===== src/hdl/pncf_isqrt.sv =====
`timescale 1ns / 1ps

// pipelined restoring square root, one root bit per stage
module pncf_isqrt #(
    parameter int N      = 32,
    parameter int SIDE_W = 1
) (
    input  logic              aclk,
    input  logic              aresetn,
    input  logic              en,
    input  logic              in_valid,
    input  logic [2*N-1:0]    in_x,
    input  logic [SIDE_W-1:0] in_side,
    output logic              out_valid,
    output logic [N-1:0]      out_root,
    output logic [SIDE_W-1:0] out_side
);

    localparam int X_W   = 2 * N;
    localparam int REM_W = N + 2;

    logic              vld_reg  [1:N];
    logic [REM_W-1:0]  rem_reg  [1:N-1];
    logic [X_W-1:0]    x_reg    [1:N-1];
    logic [N-1:0]      root_reg [1:N];
    logic [SIDE_W-1:0] side_reg [1:N];

    for (genvar k = 1; k <= N; k++) begin : g_stage
        logic              vld_in;
        logic [REM_W-1:0]  rem_in;
        logic [X_W-1:0]    x_in;
        logic [N-1:0]      root_in;
        logic [SIDE_W-1:0] side_in;
        logic [REM_W+1:0]  cat;
        logic [REM_W+1:0]  trial;
        logic              ge;

        if (k == 1) begin : g_head
            assign vld_in  = in_valid;
            assign rem_in  = '0;
            assign x_in    = in_x;
            assign root_in = '0;
            assign side_in = in_side;
        end else begin : g_body
            assign vld_in  = vld_reg[k-1];
            assign rem_in  = rem_reg[k-1];
            assign x_in    = x_reg[k-1];
            assign root_in = root_reg[k-1];
            assign side_in = side_reg[k-1];
        end

        assign cat   = {rem_in, x_in[X_W-1 -: 2]};
        assign trial = {2'b00, root_in, 2'b01};
        assign ge    = (cat >= trial);

        always_ff @(posedge aclk) begin
            if (!aresetn) begin
                vld_reg[k] <= 1'b0;
            end else if (en) begin
                vld_reg[k] <= vld_in;
            end
        end

        always_ff @(posedge aclk) begin
            if (en) begin
                root_reg[k] <= {root_in[N-2:0], ge};
                side_reg[k] <= side_in;
            end
        end

        if (k < N) begin : g_carry
            logic [REM_W-1:0] rem_next;
            assign rem_next = ge ? REM_W'(cat - trial) : cat[REM_W-1:0];
            always_ff @(posedge aclk) begin
                if (en) begin
                    rem_reg[k] <= rem_next;
                    x_reg[k]   <= {x_in[X_W-3:0], 2'b00};
                end
            end
        end
    end

    assign out_valid = vld_reg[N];
    assign out_root  = root_reg[N];
    assign out_side  = side_reg[N];

endmodule


===== config.mk =====
export PLATFORM = sky130hd
export DESIGN_NAME = pncf_isqrt
export DESIGN_NICKNAME = d
export VERILOG_FILES = /design/src/hdl/pncf_isqrt.sv
export SDC_FILE = /design/constraint.sdc
export NUM_CORES = 2
export LEC_CHECK = 0
export BUFFER_PORTS_ARGS = -buffer_cell sky130_fd_sc_hd__buf_2
export CAP_MARGIN = 20
export CORE_AREA = 2 2 419 421
export DETAILED_ROUTE_END_ITERATION = 12
export DIE_AREA = 0 0 421 423
export GPL_TIMING_DRIVEN = 0
export MAX_ROUTING_LAYER = met4
export PLACE_DENSITY = 0.86
export SYNTH_ARGS = -nofsm -noshare
export SYNTH_HDL_FRONTEND = slang
export SYNTH_MEMORY_MAX_BITS = 65536
export SYNTH_SLANG_ARGS = --single-unit

===== constraint.sdc =====
create_clock -name aclk -period 5.5 [get_ports aclk]
set_input_delay 1.1 -clock aclk [delete_from_list [all_inputs] [get_ports aclk]]
set_output_delay 1.1 -clock aclk [all_outputs]
set_load 0.1 [all_outputs]

==> qor.yml <==
run_status:
  status: "finished clean"
layout:
  nFillCells: 10400
  largest_reg_flops: 1003
  final_cells: 12000
  area_delta_synth_final_pct: 10.6
  drive_gt1_frac: 0.0681
  fin_nets: 10100
  final_util: 0.761
sta:
  tns_ns: 0
  timing.final.hold_violations: 0
  worst_pin_slew_ns: 1.14
  finalSetupViolCount: 0
  relSlewSlack: 0.233
  slew_viol_final: 0
  period_needed_ns: 4.82
  max_freq_ghz: 0.207
  rsz0062_at_grt: "no"
  finalCritPeriodShare: 0.876
  finClkSkew_ns: 0.0686
clocking:
  cts_root_buf: "clkbuf_16"
  cts_buffers: 277
  clk_latency_ns: 0.93
  clk_pin_slew_worst_paths_ns: 0.06
  cts_max_level: 5
  cts_buffer_depth: 4
  cts_tree: "done"
  post_cts_resized: 0
  clock_sinks: 2587
  cts-hold-fix-buffers: 0
  postCtsSetupBuffers: 0
power_and_ir_drop:
  p_leak_uw: 0.0509
  power.density_mw_per_mm2: 423
  ir_worst_vdd_v: 0.000393
global_routing:
  grt_pass1_vias: 72700
  grt_pass1_wl_mm: 397
  grt_max_degree: 199
  grt.overflow.total: 0
  grt_usage: 0.291
  grt_antenna_before_repair: 2
drt:
  vias: 73300
  drt_iter0_drc: 7540
  wl_mm: 253
  drc: 0
  wl_per_cell_um: 21.1
  first_pass_iters: 6
  routed_via_density: 6.10
  drtAntennaViolNets: 0
synthesis:
  syn_inst: 9097
  yosys.area.top_type_share: 0.652
  yosysWarningCount: 0
  synth_nets: 9728
  yosysTopAreaCell: "edfxtp_1"
  ys.flop_type: "edfxtp_1"
  syn_area_mm2: 0.119
  synth_edf_count: 2587
  synth.distinct_cells: 89
  syn_avg_cell_area_um2: 13.1
  async_reset_ff_frac: 0
  synth.area.top_cells: "edfxtp_1 (65%), ha_1 (5.9%), xnor2_1 (3.4%)"
  synth-seq-cells: 2587
  yosysSeqAreaShare: 0.652
place:
  place_congestion: 0.937
  place_hpwl_mm: 172
  post-place-cells: 11500
  port_buffers: 102
worst_hold_path:
  hp-start: "in_x[5]"
  hold_path.class: "input pin to flip-flop"
critical_path:
  r2r-start: "root_reg[1][103]"
  worst-setup-path-type: "flip-flop to flip-flop"
  crit_start: "root_reg[1][103]"
  end_kind: "flip-flop"
  critPathArrivalTime_ns: 5.42
  start_kind: "flip-flop"
  critPathRequiredTime_ns: 6.10
  cp_max_fo: 10
floorplanning:
  die_w_um: 421
  ios: 103
  core_area_mm2: 0.173
  rows: 153
  initial_core_util: 0.688
  fp.dieH_um: 423
  floorplan.die_area_mm2: 0.178
run:
  drv_cap: 0
-- synth_stat cells, types with 132 or more instances --
library cell and count:
edfxtp_1 2587, inv_1 729, nor4_1 132, xor2_1 391
nor3_1 238, ha_1 562, nand2_1 593, nor2_1 509
clkbuf_1 141, xnor2_1 456, a21o_1 280, a21oi_1 576
o21ai_0 475
-- report_power, final --
part / internal [uW] / total [uW] / switching (uW)
sequential: 24900 / 26500 / 1640
combinational: 4540 / 11200 / 6680
clock: 10600 / 18000 / 7370
total: 40100 / 55800 / 15700
-- placed cells by master (no fill, tap or decap), drive strengths merged, types with 19 or more instances in the layout --
cell,count
edfxtp,2587
inv,742
nand2,593
a21oi,576
ha,562
nor2,509
o21ai,478
clkbuf,465
xnor2,456
xor2,391
a21o,280
nor3,240
buf,146
nor4,134
nand3,126
nand2b,122
o21a,106
clkinv,104
nand4,98
or3,84
and3,84
nor2b,75
mux2,72
o31ai,55
o21bai,47
or4,43
or2,40
a211oi,39
a31oi,39
a21boi,30
and2,27
o211ai,26
bufinv,25
nand3b,21
nor3b,20
and4,19
-- critical path, cell delays in order, from the launching register on --
cell       delay, ns
edfxtp_1        0.45
inv_1           0.08
ha_1            0.39
and4_1          0.24
nand4_1         0.24
a21oi_1         0.24
a2111oi_0       0.15
o21ai_0         0.39
and3_1          0.29
a21o_1          0.15
clkbuf_1        0.51
buf_1           0.57
clkbuf_1        0.54
a21oi_1         0.25
-- kinds of logic (layout without fill, tap and decap cells) --
family / after synthesis / after routing / synth area share
buffers and inverters: 901 / 1492 / 0.0285
muxes: 89 / 89 / 0.00823
other: 1 / 5 / 0.0000315
AOI/OAI and AO/OA: 1836 / 1836 / 0.0952
xor gates and xnor gates: 847 / 847 / 0.0622
adders and majority gates: 562 / 562 / 0.0590
DFF: 2587 / 2587 / 0.652
and+or+nand+nor: 2274 / 2274 / 0.0952
-- through the flow --
stage | instance area (um^2) | hold slack (ns) | setup WS (ns) | total power, uW
2_1_floorplan | 119000 | 0.400 | 2.10 | 34300
3_3_place_gp | 123000 | 0.400 | -35.76 | 38900
6_report | 132000 | 0.339 | 0.680 | 55800
4_1_cts | 132000 | 0.268 | 0.516 | 56000
3_5_place_dp | 123000 | 0.405 | 0.571 | 37800
5_1_grt | 132000 | 0.297 | 0.521 | 58200
-- layer usage --
layer	routed length (um)	vias up	GRT usage	part of all wire
li1	-	34500	-	-
met1	101000	35600	0.359	0.40
met2	130000	2617	0.497	0.51
met3	13600	645	0.0371	0.054
met4	9110	0	0.102	0.036
met5	0	-	-	0
-- layout make-up --
type,count,area (um^2),area share
clock buffer,324,7300,0.0554
clock inverter,147,1380,0.0104
sequential,2587,77700,0.589
buffer,167,642,0.00487
multi-input combinational,5609,38100,0.289
antenna,4,10.0,0.0000760
timing repair buffer,120,978,0.00742
inverter,734,2760,0.0209
tap,2325,2910,0.0221
-- worst paths after layout --
path	end	slack [ns]	depth (start not counted)
setup reg to reg	rem_reg[2][144]	0.68	13
setup / recovery	rem_reg[2][144]	0.68	13
hold / removal	x_reg[0][67]	0.34	1
hold reg to reg	x_reg[1][207]	0.38	0
No activity file was read; power rests on OpenSTA's default activity.
